==> config.mk <==
export PLATFORM = sky130hd
export DESIGN_NAME = index_to_candidate_string
export DESIGN_NICKNAME = d
export VERILOG_FILES = /design/src/hw/rtl/itcs_pkg.sv /design/src/hw/rtl/index_to_candidate_string.sv /design/src/hw/rtl/itcs_ram.sv /design/src/hw/rtl/itcs_div.sv /design/src/hw/rtl/itcs_front.sv /design/src/hw/rtl/itcs_back.sv
export VERILOG_INCLUDE_DIRS = /design/src /design/src/hw/rtl
export SDC_FILE = /design/constraint.sdc
export NUM_CORES = 2
export LEC_CHECK = 0
export BUFFER_PORTS_ARGS = -buffer_cell sky130_fd_sc_hd__clkbuf_2
export CORE_MARGIN = 3
export CORE_UTILIZATION = 30
export DETAILED_ROUTE_END_ITERATION = 10
export PLACE_DENSITY = 0.4
export SLEW_MARGIN = 0
export SYNTH_ARGS = -nofsm -noshare
export SYNTH_HDL_FRONTEND = slang
export SYNTH_SLANG_ARGS = --single-unit
export TNS_END_PERCENT = 1
==> constraint.sdc <==
create_clock -name clk -period 21.6 [get_ports clk]
set_input_delay 4.32 -clock clk [delete_from_list [all_inputs] [get_ports clk]]
set_output_delay 4.32 -clock clk [all_outputs]
set_load 0.1 [all_outputs]
==> src/hw/rtl/index_to_candidate_string_assert.svh <==
// Assertion macros used by the RTL file that carries checks.
// Each macro needs a clock named clk and an active-low reset named rst_n in scope.
`ifndef INDEX_TO_CANDIDATE_STRING_ASSERT_SVH
`define INDEX_TO_CANDIDATE_STRING_ASSERT_SVH

`ifndef SYNTH

// Holds in the same cycle: antecedent implies consequent.
`define ITCS_ASSERT_SAME(label, ante, cons, msg) \
  label: assert property (@(posedge clk) disable iff (!rst_n) (ante) |-> (cons)) \
    else $error(msg);

// Delayed check: antecedent implies consequent on the next edge.
`define ITCS_ASSERT_NEXT(label, ante, cons, msg) \
  label: assert property (@(posedge clk) disable iff (!rst_n) (ante) |=> (cons)) \
    else $error(msg);

`else

`define ITCS_ASSERT_SAME(label, ante, cons, msg)
`define ITCS_ASSERT_NEXT(label, ante, cons, msg)

`endif

`endif

==> src/hw/rtl/itcs_pkg.sv <==
package itcs_pkg;

  localparam int CHARSET_MAX = 128;
  localparam int DIGITS_MAX  = 16;
  localparam int PREFIX_MAX  = 16;

  localparam int TABLE_AW  = $clog2(CHARSET_MAX);
  localparam int PREFIX_AW = $clog2(PREFIX_MAX);

  localparam int QUEUE_DEPTH = 2;

  // Input opcodes, also used as the command kind in the queue.
  localparam logic [1:0] OP_WR_CHAR   = 2'd0;
  localparam logic [1:0] OP_WR_PREFIX = 2'd1;
  localparam logic [1:0] OP_CONVERT   = 2'd2;

  // Configuration register indexes.
  localparam logic [1:0] REG_CHARSET_LEN = 2'd0;
  localparam logic [1:0] REG_DIGIT_LEN   = 2'd1;
  localparam logic [1:0] REG_PREFIX_LEN  = 2'd2;

  localparam logic [7:0] CHARSET_LEN_RST = 8'd62;
  localparam logic [4:0] DIGIT_LEN_RST   = 5'd8;
  localparam logic [4:0] PREFIX_LEN_RST  = 5'd0;

  localparam logic [7:0] RADIX_MIN = 8'd2;

  typedef struct packed {
    logic [1:0]  kind;
    logic [6:0]  entry_index;
    logic [7:0]  entry_byte;
    logic [63:0] candidate_index;
  } cmd_t;

  // Configuration after range limiting.
  typedef struct packed {
    logic [7:0] radix;
    logic [4:0] digits;
    logic [4:0] plen;
  } conv_cfg_t;

  typedef struct packed {
    logic idle;
    logic div_busy;
  } back_status_t;

endpackage

==> src/hw/rtl/index_to_candidate_string.sv <==
// Candidate string generator for keyspace enumeration.
// Input channel (in_): one item per command. in_tuser carries the opcode:
// write a character table entry, write a prefix byte, or convert an index.
// Load items produce no output. A convert item produces the configured
// number of prefix bytes followed by the configured number of generated
// characters, one output item per byte, with out_tlast set on the final
// byte. Configuration (cfg_) writes the radix, digit count and prefix length
// and is accepted every cycle; it may only change while nothing is in flight.
// Each prefix byte takes a memory read, then an output step. Each generated
// character takes a divider start, a wait while the divider retires eight
// quotient bits a cycle over the 64-bit index, then the character table
// read and the output step. A two-entry queue between the front end and the
// back end lets new items be accepted while a conversion is running. When
// out_tready is low the output register holds its byte and the back end
// waits before emitting. Reset clears the queue, sequencer and output valid
// and restores the default configuration; table and prefix contents are
// kept as they are and must be written before they are used.
`include "index_to_candidate_string_assert.svh"

module index_to_candidate_string (
  input  logic        clk,
  input  logic        rst_n,
  // Input items.
  input  logic        in_tvalid,
  output logic        in_tready,
  // tdata from bit 0: entry_index[6:0], entry_byte[14:7],
  // candidate_index[78:15], zero pad [79].
  input  logic [79:0] in_tdata,
  // tuser from bit 0: opcode[1:0].
  input  logic [1:0]  in_tuser,
  // Output items.
  output logic        out_tvalid,
  input  logic        out_tready,
  // tdata from bit 0: out_byte[7:0], position[12:8], zero pad [15:13].
  output logic [15:0] out_tdata,
  output logic        out_tlast,
  // Configuration writes.
  input  logic        cfg_valid,
  output logic        cfg_ready,
  input  logic [1:0]  cfg_index,
  input  logic [7:0]  cfg_data
);

  logic [7:0] charset_len_r;
  logic [4:0] digit_len_r;
  logic [4:0] prefix_len_r;

  itcs_pkg::conv_cfg_t    conv_cfg;
  itcs_pkg::cmd_t         q_cmd;
  itcs_pkg::back_status_t back_status;
  logic                   q_valid, q_pop;
  logic [7:0]             out_byte;
  logic [4:0]             out_position;

  // Configuration registers. Writes to an index beyond the list are ignored.
  assign cfg_ready = 1'b1;

  always_ff @(posedge clk) begin
    if (!rst_n) begin
      charset_len_r <= itcs_pkg::CHARSET_LEN_RST;
      digit_len_r   <= itcs_pkg::DIGIT_LEN_RST;
      prefix_len_r  <= itcs_pkg::PREFIX_LEN_RST;
    end else if (cfg_valid && cfg_ready) begin
      unique case (cfg_index)
        itcs_pkg::REG_CHARSET_LEN: charset_len_r <= cfg_data;
        itcs_pkg::REG_DIGIT_LEN:   digit_len_r   <= cfg_data[4:0];
        itcs_pkg::REG_PREFIX_LEN:  prefix_len_r  <= cfg_data[4:0];
        default: begin
        end
      endcase
    end
  end

  // Out-of-range settings are limited to what the stores and divider support.
  always_comb begin
    if (charset_len_r < itcs_pkg::RADIX_MIN) begin
      conv_cfg.radix = itcs_pkg::RADIX_MIN;
    end else if (32'(charset_len_r) > itcs_pkg::CHARSET_MAX) begin
      conv_cfg.radix = 8'(itcs_pkg::CHARSET_MAX);
    end else begin
      conv_cfg.radix = charset_len_r;
    end
    if (32'(digit_len_r) > itcs_pkg::DIGITS_MAX) begin
      conv_cfg.digits = 5'(itcs_pkg::DIGITS_MAX);
    end else begin
      conv_cfg.digits = digit_len_r;
    end
    if (32'(prefix_len_r) > itcs_pkg::PREFIX_MAX) begin
      conv_cfg.plen = 5'(itcs_pkg::PREFIX_MAX);
    end else begin
      conv_cfg.plen = prefix_len_r;
    end
  end

  // Front end: accepts items, drops the ones that do nothing, queues the rest.
  itcs_front u_front (
    .clk                (clk),
    .rst_n              (rst_n),
    .in_tvalid          (in_tvalid),
    .in_tready          (in_tready),
    .in_opcode          (in_tuser),
    .in_entry_index     (in_tdata[6:0]),
    .in_entry_byte      (in_tdata[14:7]),
    .in_candidate_index (in_tdata[78:15]),
    .q_valid            (q_valid),
    .q_cmd              (q_cmd),
    .q_pop              (q_pop)
  );

  // Back end: performs loads, reads the prefix, and runs the digit loop.
  itcs_back u_back (
    .clk          (clk),
    .rst_n        (rst_n),
    .cfg          (conv_cfg),
    .q_valid      (q_valid),
    .q_cmd        (q_cmd),
    .q_pop        (q_pop),
    .out_tvalid   (out_tvalid),
    .out_tready   (out_tready),
    .out_byte     (out_byte),
    .out_position (out_position),
    .out_last     (out_tlast),
    .status       (back_status)
  );

  assign out_tdata = {3'b000, out_position, out_byte};

  // A byte that is not the last one means the conversion is still running.
  `ITCS_ASSERT_SAME(a_nonlast_busy, out_tvalid && !out_tlast, !back_status.idle, "nonlast byte while idle")
  // The divider only runs on behalf of an active conversion.
  `ITCS_ASSERT_SAME(a_div_owned, back_status.div_busy, !back_status.idle, "divider busy while idle")
  // A byte waiting at the output cannot be lost while the sequencer works.
  `ITCS_ASSERT_NEXT(a_out_held, out_tvalid && !out_tready && !out_tlast, out_tvalid, "output byte dropped")

endmodule

==> src/hw/rtl/itcs_ram.sv <==
module itcs_ram #(
  parameter int WIDTH = 8,
  parameter int DEPTH = 16
) (
  input  logic                     clk,
  input  logic                     wr_en,
  input  logic [$clog2(DEPTH)-1:0] wr_addr,
  input  logic [WIDTH-1:0]         wr_data,
  input  logic                     rd_en,
  input  logic [$clog2(DEPTH)-1:0] rd_addr,
  output logic [WIDTH-1:0]         rd_data
);

  logic [WIDTH-1:0] mem [DEPTH];
  logic [WIDTH-1:0] rd_data_r;

  always_ff @(posedge clk) begin
    if (wr_en) begin
      mem[wr_addr] <= wr_data;
    end
    if (rd_en) begin
      rd_data_r <= mem[rd_addr];
    end
  end

  assign rd_data = rd_data_r;

endmodule

==> src/hw/rtl/itcs_div.sv <==
module itcs_div (
  input  logic        clk,
  input  logic        rst_n,
  input  logic        start,
  input  logic [63:0] dividend,
  input  logic [7:0]  divisor,
  output logic        busy,
  output logic [63:0] quotient,
  output logic [7:0]  remainder
);

  // Restoring division, eight quotient bits per cycle over the 64-bit dividend.
  localparam int BITS_PER_CYCLE = 8;

  logic [63:0] quot_r, quot_nxt;
  logic [7:0]  rem_r, rem_nxt;
  logic [2:0]  cnt_r, cnt_nxt;
  logic        busy_r, busy_nxt;
  logic [63:0] step_q;
  logic [7:0]  step_r;

  always_comb begin
    step_q = quot_r;
    step_r = rem_r;
    for (int k = 0; k < BITS_PER_CYCLE; k++) begin
      step_r = {step_r[6:0], step_q[63]};
      step_q = {step_q[62:0], 1'b0};
      if (step_r >= divisor) begin
        step_r    = step_r - divisor;
        step_q[0] = 1'b1;
      end
    end
  end

  always_comb begin
    quot_nxt = quot_r;
    rem_nxt  = rem_r;
    cnt_nxt  = cnt_r;
    busy_nxt = busy_r;
    if (start) begin
      quot_nxt = dividend;
      rem_nxt  = 8'd0;
      cnt_nxt  = 3'd0;
      busy_nxt = 1'b1;
    end else if (busy_r) begin
      quot_nxt = step_q;
      rem_nxt  = step_r;
      cnt_nxt  = cnt_r + 3'd1;
      if (cnt_r == 3'd7) begin
        busy_nxt = 1'b0;
      end
    end
  end

  always_ff @(posedge clk) begin
    if (!rst_n) begin
      busy_r <= 1'b0;
      cnt_r  <= 3'd0;
    end else begin
      busy_r <= busy_nxt;
      cnt_r  <= cnt_nxt;
    end
    quot_r <= quot_nxt;
    rem_r  <= rem_nxt;
  end

  assign busy      = busy_r;
  assign quotient  = quot_r;
  assign remainder = rem_r;

endmodule

==> src/hw/rtl/itcs_front.sv <==
module itcs_front (
  input  logic                clk,
  input  logic                rst_n,
  input  logic                in_tvalid,
  output logic                in_tready,
  input  logic [1:0]          in_opcode,
  input  logic [6:0]          in_entry_index,
  input  logic [7:0]          in_entry_byte,
  input  logic [63:0]         in_candidate_index,
  output logic                q_valid,
  output itcs_pkg::cmd_t      q_cmd,
  input  logic                q_pop
);

  localparam int PTR_W = $clog2(itcs_pkg::QUEUE_DEPTH);
  localparam int CNT_W = $clog2(itcs_pkg::QUEUE_DEPTH + 1);

  itcs_pkg::cmd_t   mem_r [itcs_pkg::QUEUE_DEPTH];
  logic [PTR_W-1:0] wptr_r, rptr_r;
  logic [CNT_W-1:0] count_r, count_nxt;
  logic             accept, keep, push;
  itcs_pkg::cmd_t   cmd;

  assign in_tready = (count_r != CNT_W'(itcs_pkg::QUEUE_DEPTH));
  assign accept    = in_tvalid && in_tready;

  // Opcode three and loads beyond a store's depth are taken and dropped.
  always_comb begin
    unique case (in_opcode)
      itcs_pkg::OP_WR_CHAR:   keep = (32'(in_entry_index) < itcs_pkg::CHARSET_MAX);
      itcs_pkg::OP_WR_PREFIX: keep = (32'(in_entry_index) < itcs_pkg::PREFIX_MAX);
      itcs_pkg::OP_CONVERT:   keep = 1'b1;
      default:                keep = 1'b0;
    endcase
  end

  assign cmd.kind            = in_opcode;
  assign cmd.entry_index     = in_entry_index;
  assign cmd.entry_byte      = in_entry_byte;
  assign cmd.candidate_index = in_candidate_index;

  assign push = accept && keep;

  always_comb begin
    count_nxt = count_r;
    if (push && !q_pop) begin
      count_nxt = count_r + CNT_W'(1);
    end else if (!push && q_pop) begin
      count_nxt = count_r - CNT_W'(1);
    end
  end

  always_ff @(posedge clk) begin
    if (!rst_n) begin
      wptr_r  <= '0;
      rptr_r  <= '0;
      count_r <= '0;
    end else begin
      count_r <= count_nxt;
      if (push) begin
        wptr_r <= wptr_r + PTR_W'(1);
      end
      if (q_pop) begin
        rptr_r <= rptr_r + PTR_W'(1);
      end
    end
    if (push) begin
      mem_r[wptr_r] <= cmd;
    end
  end

  assign q_valid = (count_r != '0);
  assign q_cmd   = mem_r[rptr_r];

endmodule

==> src/hw/rtl/itcs_back.sv <==
module itcs_back (
  input  logic                    clk,
  input  logic                    rst_n,
  input  itcs_pkg::conv_cfg_t     cfg,
  input  logic                    q_valid,
  input  itcs_pkg::cmd_t          q_cmd,
  output logic                    q_pop,
  output logic                    out_tvalid,
  input  logic                    out_tready,
  output logic [7:0]              out_byte,
  output logic [4:0]              out_position,
  output logic                    out_last,
  output itcs_pkg::back_status_t  status
);

  localparam logic [2:0] S_IDLE   = 3'd0;
  localparam logic [2:0] S_PRD    = 3'd1;
  localparam logic [2:0] S_POUT   = 3'd2;
  localparam logic [2:0] S_DSTART = 3'd3;
  localparam logic [2:0] S_DIV    = 3'd4;
  localparam logic [2:0] S_TRD    = 3'd5;
  localparam logic [2:0] S_TOUT   = 3'd6;

  logic [2:0]  state_r, state_nxt;
  logic [63:0] q_r, q_nxt;
  logic [itcs_pkg::PREFIX_AW-1:0] idx_r, idx_nxt;
  logic [4:0]  dleft_r, dleft_nxt;
  logic [4:0]  pos_r, pos_nxt;
  logic [5:0]  total_r, total_nxt;
  logic        ovalid_r, ovalid_nxt;
  logic [7:0]  obyte_r, obyte_nxt;
  logic [4:0]  opos_r, opos_nxt;
  logic        olast_r, olast_nxt;

  logic        out_free, pos_last, prefix_done;
  logic        table_wr, prefix_wr, table_rd, prefix_rd;
  logic [7:0]  table_rdata, prefix_rdata;
  logic        div_start, div_busy;
  logic [63:0] div_quot;
  logic [7:0]  div_rem;

  assign out_free    = !ovalid_r || out_tready;
  assign pos_last    = ({1'b0, pos_r} + 6'd1 == total_r);
  assign prefix_done = (5'({1'b0, idx_r}) + 5'd1 == cfg.plen);

  assign q_pop     = (state_r == S_IDLE) && q_valid;
  assign table_wr  = q_pop && (q_cmd.kind == itcs_pkg::OP_WR_CHAR);
  assign prefix_wr = q_pop && (q_cmd.kind == itcs_pkg::OP_WR_PREFIX);
  assign prefix_rd = (state_r == S_PRD);
  assign table_rd  = (state_r == S_TRD);
  assign div_start = (state_r == S_DSTART);

  itcs_ram #(
    .WIDTH (8),
    .DEPTH (itcs_pkg::CHARSET_MAX)
  ) u_table (
    .clk     (clk),
    .wr_en   (table_wr),
    .wr_addr (q_cmd.entry_index[itcs_pkg::TABLE_AW-1:0]),
    .wr_data (q_cmd.entry_byte),
    .rd_en   (table_rd),
    .rd_addr (div_rem[itcs_pkg::TABLE_AW-1:0]),
    .rd_data (table_rdata)
  );

  itcs_ram #(
    .WIDTH (8),
    .DEPTH (itcs_pkg::PREFIX_MAX)
  ) u_prefix (
    .clk     (clk),
    .wr_en   (prefix_wr),
    .wr_addr (q_cmd.entry_index[itcs_pkg::PREFIX_AW-1:0]),
    .wr_data (q_cmd.entry_byte),
    .rd_en   (prefix_rd),
    .rd_addr (idx_r),
    .rd_data (prefix_rdata)
  );

  itcs_div u_div (
    .clk       (clk),
    .rst_n     (rst_n),
    .start     (div_start),
    .dividend  (q_r),
    .divisor   (cfg.radix),
    .busy      (div_busy),
    .quotient  (div_quot),
    .remainder (div_rem)
  );

  always_comb begin
    state_nxt  = state_r;
    q_nxt      = q_r;
    idx_nxt    = idx_r;
    dleft_nxt  = dleft_r;
    pos_nxt    = pos_r;
    total_nxt  = total_r;
    ovalid_nxt = ovalid_r && !out_tready;
    obyte_nxt  = obyte_r;
    opos_nxt   = opos_r;
    olast_nxt  = olast_r;
    unique case (state_r)
      S_IDLE: begin
        if (q_pop && (q_cmd.kind == itcs_pkg::OP_CONVERT)) begin
          q_nxt     = q_cmd.candidate_index;
          idx_nxt   = '0;
          pos_nxt   = 5'd0;
          dleft_nxt = cfg.digits;
          total_nxt = {1'b0, cfg.plen} + {1'b0, cfg.digits};
          if (cfg.plen != 5'd0) begin
            state_nxt = S_PRD;
          end else if (cfg.digits != 5'd0) begin
            state_nxt = S_DSTART;
          end
        end
      end
      S_PRD: begin
        state_nxt = S_POUT;
      end
      S_POUT: begin
        if (out_free) begin
          ovalid_nxt = 1'b1;
          obyte_nxt  = prefix_rdata;
          opos_nxt   = pos_r;
          olast_nxt  = pos_last;
          pos_nxt    = pos_r + 5'd1;
          idx_nxt    = idx_r + itcs_pkg::PREFIX_AW'(1);
          if (!prefix_done) begin
            state_nxt = S_PRD;
          end else if (dleft_r != 5'd0) begin
            state_nxt = S_DSTART;
          end else begin
            state_nxt = S_IDLE;
          end
        end
      end
      S_DSTART: begin
        state_nxt = S_DIV;
      end
      S_DIV: begin
        if (!div_busy) begin
          q_nxt     = div_quot;
          state_nxt = S_TRD;
        end
      end
      S_TRD: begin
        state_nxt = S_TOUT;
      end
      S_TOUT: begin
        if (out_free) begin
          ovalid_nxt = 1'b1;
          obyte_nxt  = table_rdata;
          opos_nxt   = pos_r;
          olast_nxt  = pos_last;
          pos_nxt    = pos_r + 5'd1;
          dleft_nxt  = dleft_r - 5'd1;
          state_nxt  = (dleft_r == 5'd1) ? S_IDLE : S_DSTART;
        end
      end
      default: begin
        state_nxt = S_IDLE;
      end
    endcase
  end

  always_ff @(posedge clk) begin
    if (!rst_n) begin
      state_r  <= S_IDLE;
      ovalid_r <= 1'b0;
      q_r      <= 64'd0;
      dleft_r  <= 5'd0;
      pos_r    <= 5'd0;
      total_r  <= 6'd0;
      idx_r    <= '0;
    end else begin
      state_r  <= state_nxt;
      ovalid_r <= ovalid_nxt;
      q_r      <= q_nxt;
      dleft_r  <= dleft_nxt;
      pos_r    <= pos_nxt;
      total_r  <= total_nxt;
      idx_r    <= idx_nxt;
    end
    obyte_r <= obyte_nxt;
    opos_r  <= opos_nxt;
    olast_r <= olast_nxt;
  end

  assign out_tvalid   = ovalid_r;
  assign out_byte     = obyte_r;
  assign out_position = opos_r;
  assign out_last     = olast_r;

  assign status.idle     = (state_r == S_IDLE);
  assign status.div_busy = div_busy;

endmodule
==> flow_summary.yaml <==
die:
  initial_core_util_pct: 30.3
  pin_count: 117
  coreArea_um2: 208000
  floorplan.die_area_um2: 216000
  chipHeight_um: 465
  num_rows: 167
  dieWidth_um: 465
critical_path:
  data_required_time_of_the_critical_path_ns: 22.30
  rrSetupSlack_ns: 4.35
  path_buf_inv: 3
  critical_path.top_delay_family: "compound AO/OA/AOI/OAI gates"
  critical_path.endpoint_type: "flop"
  cpMaxStageDelayCell: "sky130_fd_sc_hd__a21oi_1"
  worst-setup-path-type: "flop to flop"
  critPathMostFrequentCell: "sky130_fd_sc_hd__ha_1"
  critical_path.max_fanout: 15
  timing.critical_path.slowest_cell_delay_ns: 0.73
  crit_path_dat_ns: 17.95
  setup.worst_path.start_class: "flop"
sta:
  setup_ws_ns: 4.35
  min_tclk_post_route_ns: 17.25
  finalSetupViolCount: 0
  maxSlewHeadroom_pct: 29.8
  rsz0062_at_grt: "no"
  totalNegativeSetupSlack_ns: 0
  timing.final.hold_violations: 0
  setup_skew_after_layout_ns: 0.0267
  slew_violations: 0
  max_freq_ghz: 0.0580
  tightestPinTransition_ns: 1.05
  layout_worst_path_cycle_share_pct: 79.9
cts:
  post_cts.resized_instances: 0
  htree_levels: 4
  clkSlewWorstSetupHoldPaths_ns: 0.06
  numCtsBuffers: 170
  clock_tree.root_cell: "sky130_fd_sc_hd__clkbuf_16"
  ctsLongestPathBuffers: 3
  clkLatencyLatePin_ns: 0.80
  postCtsSetupRepairBufs: 0
  clock_sinks: 1530
  holdBufCountCts: 0
  cts_tree: "built"
run:
  maxCapViolations: 0
synthesis:
  yosys_register_bits: 1530
  netlist_instances: 3489
  synth_flop_cell: "sky130_fd_sc_hd__edfxtp_1"
  synth.avg_cell_area_um2: 18.1
  netlist_top_cells_count: "sky130_fd_sc_hd__edfxtp_1 (1408), sky130_fd_sc_hd__mux4_2 (376), sky130_fd_sc_hd__nor2_1 (308)"
  yosys.cell_count.top_type: "sky130_fd_sc_hd__edfxtp_1"
  yosys.area.top_type: "sky130_fd_sc_hd__edfxtp_1"
  seq_area_frac_synth_pct: 70.9
  synth_warnings: 0
  number_of_flops_mapped_to_enable_cells_by_yosys: 1408
  synth.top_cells.by_area: "sky130_fd_sc_hd__edfxtp_1 (67%), sky130_fd_sc_hd__mux4_2 (13%), sky130_fd_sc_hd__dfxtp_1 (3.9%), sky130_fd_sc_hd__nor2_1 (1.8%), sky130_fd_sc_hd__mux2_2 (1.5%)"
  asyncSetResetFlopFracSynth_pct: 0
  post-synth-top-area-fraction_pct: 67.0
  post_synth_num_cell_types: 82
  post_synth_instance_area_um2: 63100
grt:
  pin_count_of_the_biggest_net_entering_global_routing: 119
  vias_in_the_first_global_route: 32837
  overflow: 0
  first_pass_grt_wire_length_um: 240000
  grt_antenna_before_repair: 8
  grt.total_usage_pct: 15.3
cells_and_area:
  drive_above_1_share_pct: 23.7
  final_net_count: 3824
  final_core_area_utilization_pct: 34.8
  areaGrowthSynthToFinish_pct: 14.7
placed_design:
  routabilityCongestion: 0.747
  numPortBuffers: 111
  place_ws_ns: 4.11
  hpwl_um: 101000
routing:
  finalWirelength_um: 166000
  drc: 0
  vias_per_cell: 4.82
  dr.first_iter.drc_count: 2141
  wire_per_inst_um: 25.2
  postRouteAntennaNets: 0
  firstDrtPassIters: 5
  vias: 31691
min_path:
  worstHoldPathType: "flop to flop"
status:
  outcome: "complete, no violations"
[stage by stage]
step           std cells  cell area [um2]  hold WS, ns
4_1_cts             6570            72300        0.488
5_1_grt             6571            72300        0.521
3_5_place_dp        6260            67100        0.480
3_3_place_gp        6260            67100        0.475
2_1_floorplan       3491            63100        0.444
6_report            6576            72400        0.481
[per-layer routing]
layer  part of all wire [%]  track usage, %
met1                     44            20.5
met2                     49            25.4
met3                    4.1            2.95
met4                    2.3            3.81
met5                      0               0
[path summary, 6_finish.rpt]
kind	from	endpoint	depth (start not counted)
min	charset_len_r[0]	charset_len_r[0]	2
max	charset_len_r[7]	u_back.u_div.remainder[6]	54
min reg2reg	charset_len_r[0]	charset_len_r[0]	2
max reg2reg	charset_len_r[7]	u_back.u_div.remainder[6]	54
[registers in the layout, summed over array words and instances, names as in the netlist, 3 cells and up, named ones only]
| name | flops |
|---|---|
| u_back.u_div.remainder | 7 |
| prefix_len_r | 5 |
| u_front.mem_r | 162 |
| u_back.state_r | 3 |
| digit_len_r | 5 |
| u_back.dleft_r | 5 |
| u_back.u_table.mem | 1024 |
| u_back.total_r | 6 |
| u_back.u_prefix.rd_data | 8 |
| charset_len_r | 8 |
| u_back.idx_r | 4 |
| u_back.u_div.cnt_r | 3 |
| u_back.u_table.rd_data | 8 |
| u_back.u_div.quotient | 64 |
| u_back.u_prefix.mem | 128 |
| u_back.q_r | 64 |
| u_back.out_position | 5 |
| u_back.pos_r | 5 |
| u_back.out_byte | 8 |
[placed cells by master (no fill, tap or decap), types with 14 or more instances in the layout]
cell type,instances
sky130_fd_sc_hd__edfxtp_1,1408
sky130_fd_sc_hd__mux4_2,376
sky130_fd_sc_hd__nor2_1,305
sky130_fd_sc_hd__clkbuf_16,174
sky130_fd_sc_hd__nand2_1,130
sky130_fd_sc_hd__a21oi_1,124
sky130_fd_sc_hd__dfxtp_1,115
sky130_fd_sc_hd__clkbuf_2,110
sky130_fd_sc_hd__nor2b_1,95
sky130_fd_sc_hd__mux2i_1,93
sky130_fd_sc_hd__mux2_2,78
sky130_fd_sc_hd__ha_1,76
sky130_fd_sc_hd__a211oi_1,72
sky130_fd_sc_hd__inv_1,51
sky130_fd_sc_hd__buf_4,48
sky130_fd_sc_hd__o21ai_0,47
sky130_fd_sc_hd__clkbuf_1,43
sky130_fd_sc_hd__clkinv_1,37
sky130_fd_sc_hd__xnor2_1,34
sky130_fd_sc_hd__clkinv_2,29
sky130_fd_sc_hd__a21o_1,23
sky130_fd_sc_hd__nand3_1,22
sky130_fd_sc_hd__nor3_1,17
sky130_fd_sc_hd__xor2_1,14
[cells by family after synthesis]
| kind of cell | Yosys count | share of synthesized area [%] |
|---|---|---|
| compound gates | 391 | 4.10 |
| flops | 1530 | 70.9 |
| other cells | 2 | 0.0119 |
| mux | 558 | 16.5 |
| buf+inv | 232 | 1.46 |
| fa+ha+maj | 84 | 1.74 |
| simple gates | 644 | 4.63 |
| xor+xnor | 48 | 0.666 |
[worst min-delay path, delay by kind of cell, from the launching register on]
| family | cells | cell delay (ns) |
|---|---|---|
| compound gates | 1 | 0.06 |
| flops | 1 | 0.32 |
| simple gates | 1 | 0.05 |
[cell type report]
class	count	area [um2]
diodes	6	15.0
clock buffers	223	4600
clock inverters	87	681
fillers	19823	136000
inverters	53	199
multi-input cells	1729	17700
flip-flops and latches	1530	44700
well taps	2788	3490
repair buffers	160	951
Power is not shown: default switching activity piles up to over one toggle a cycle in this logic, so the estimate is an artifact.
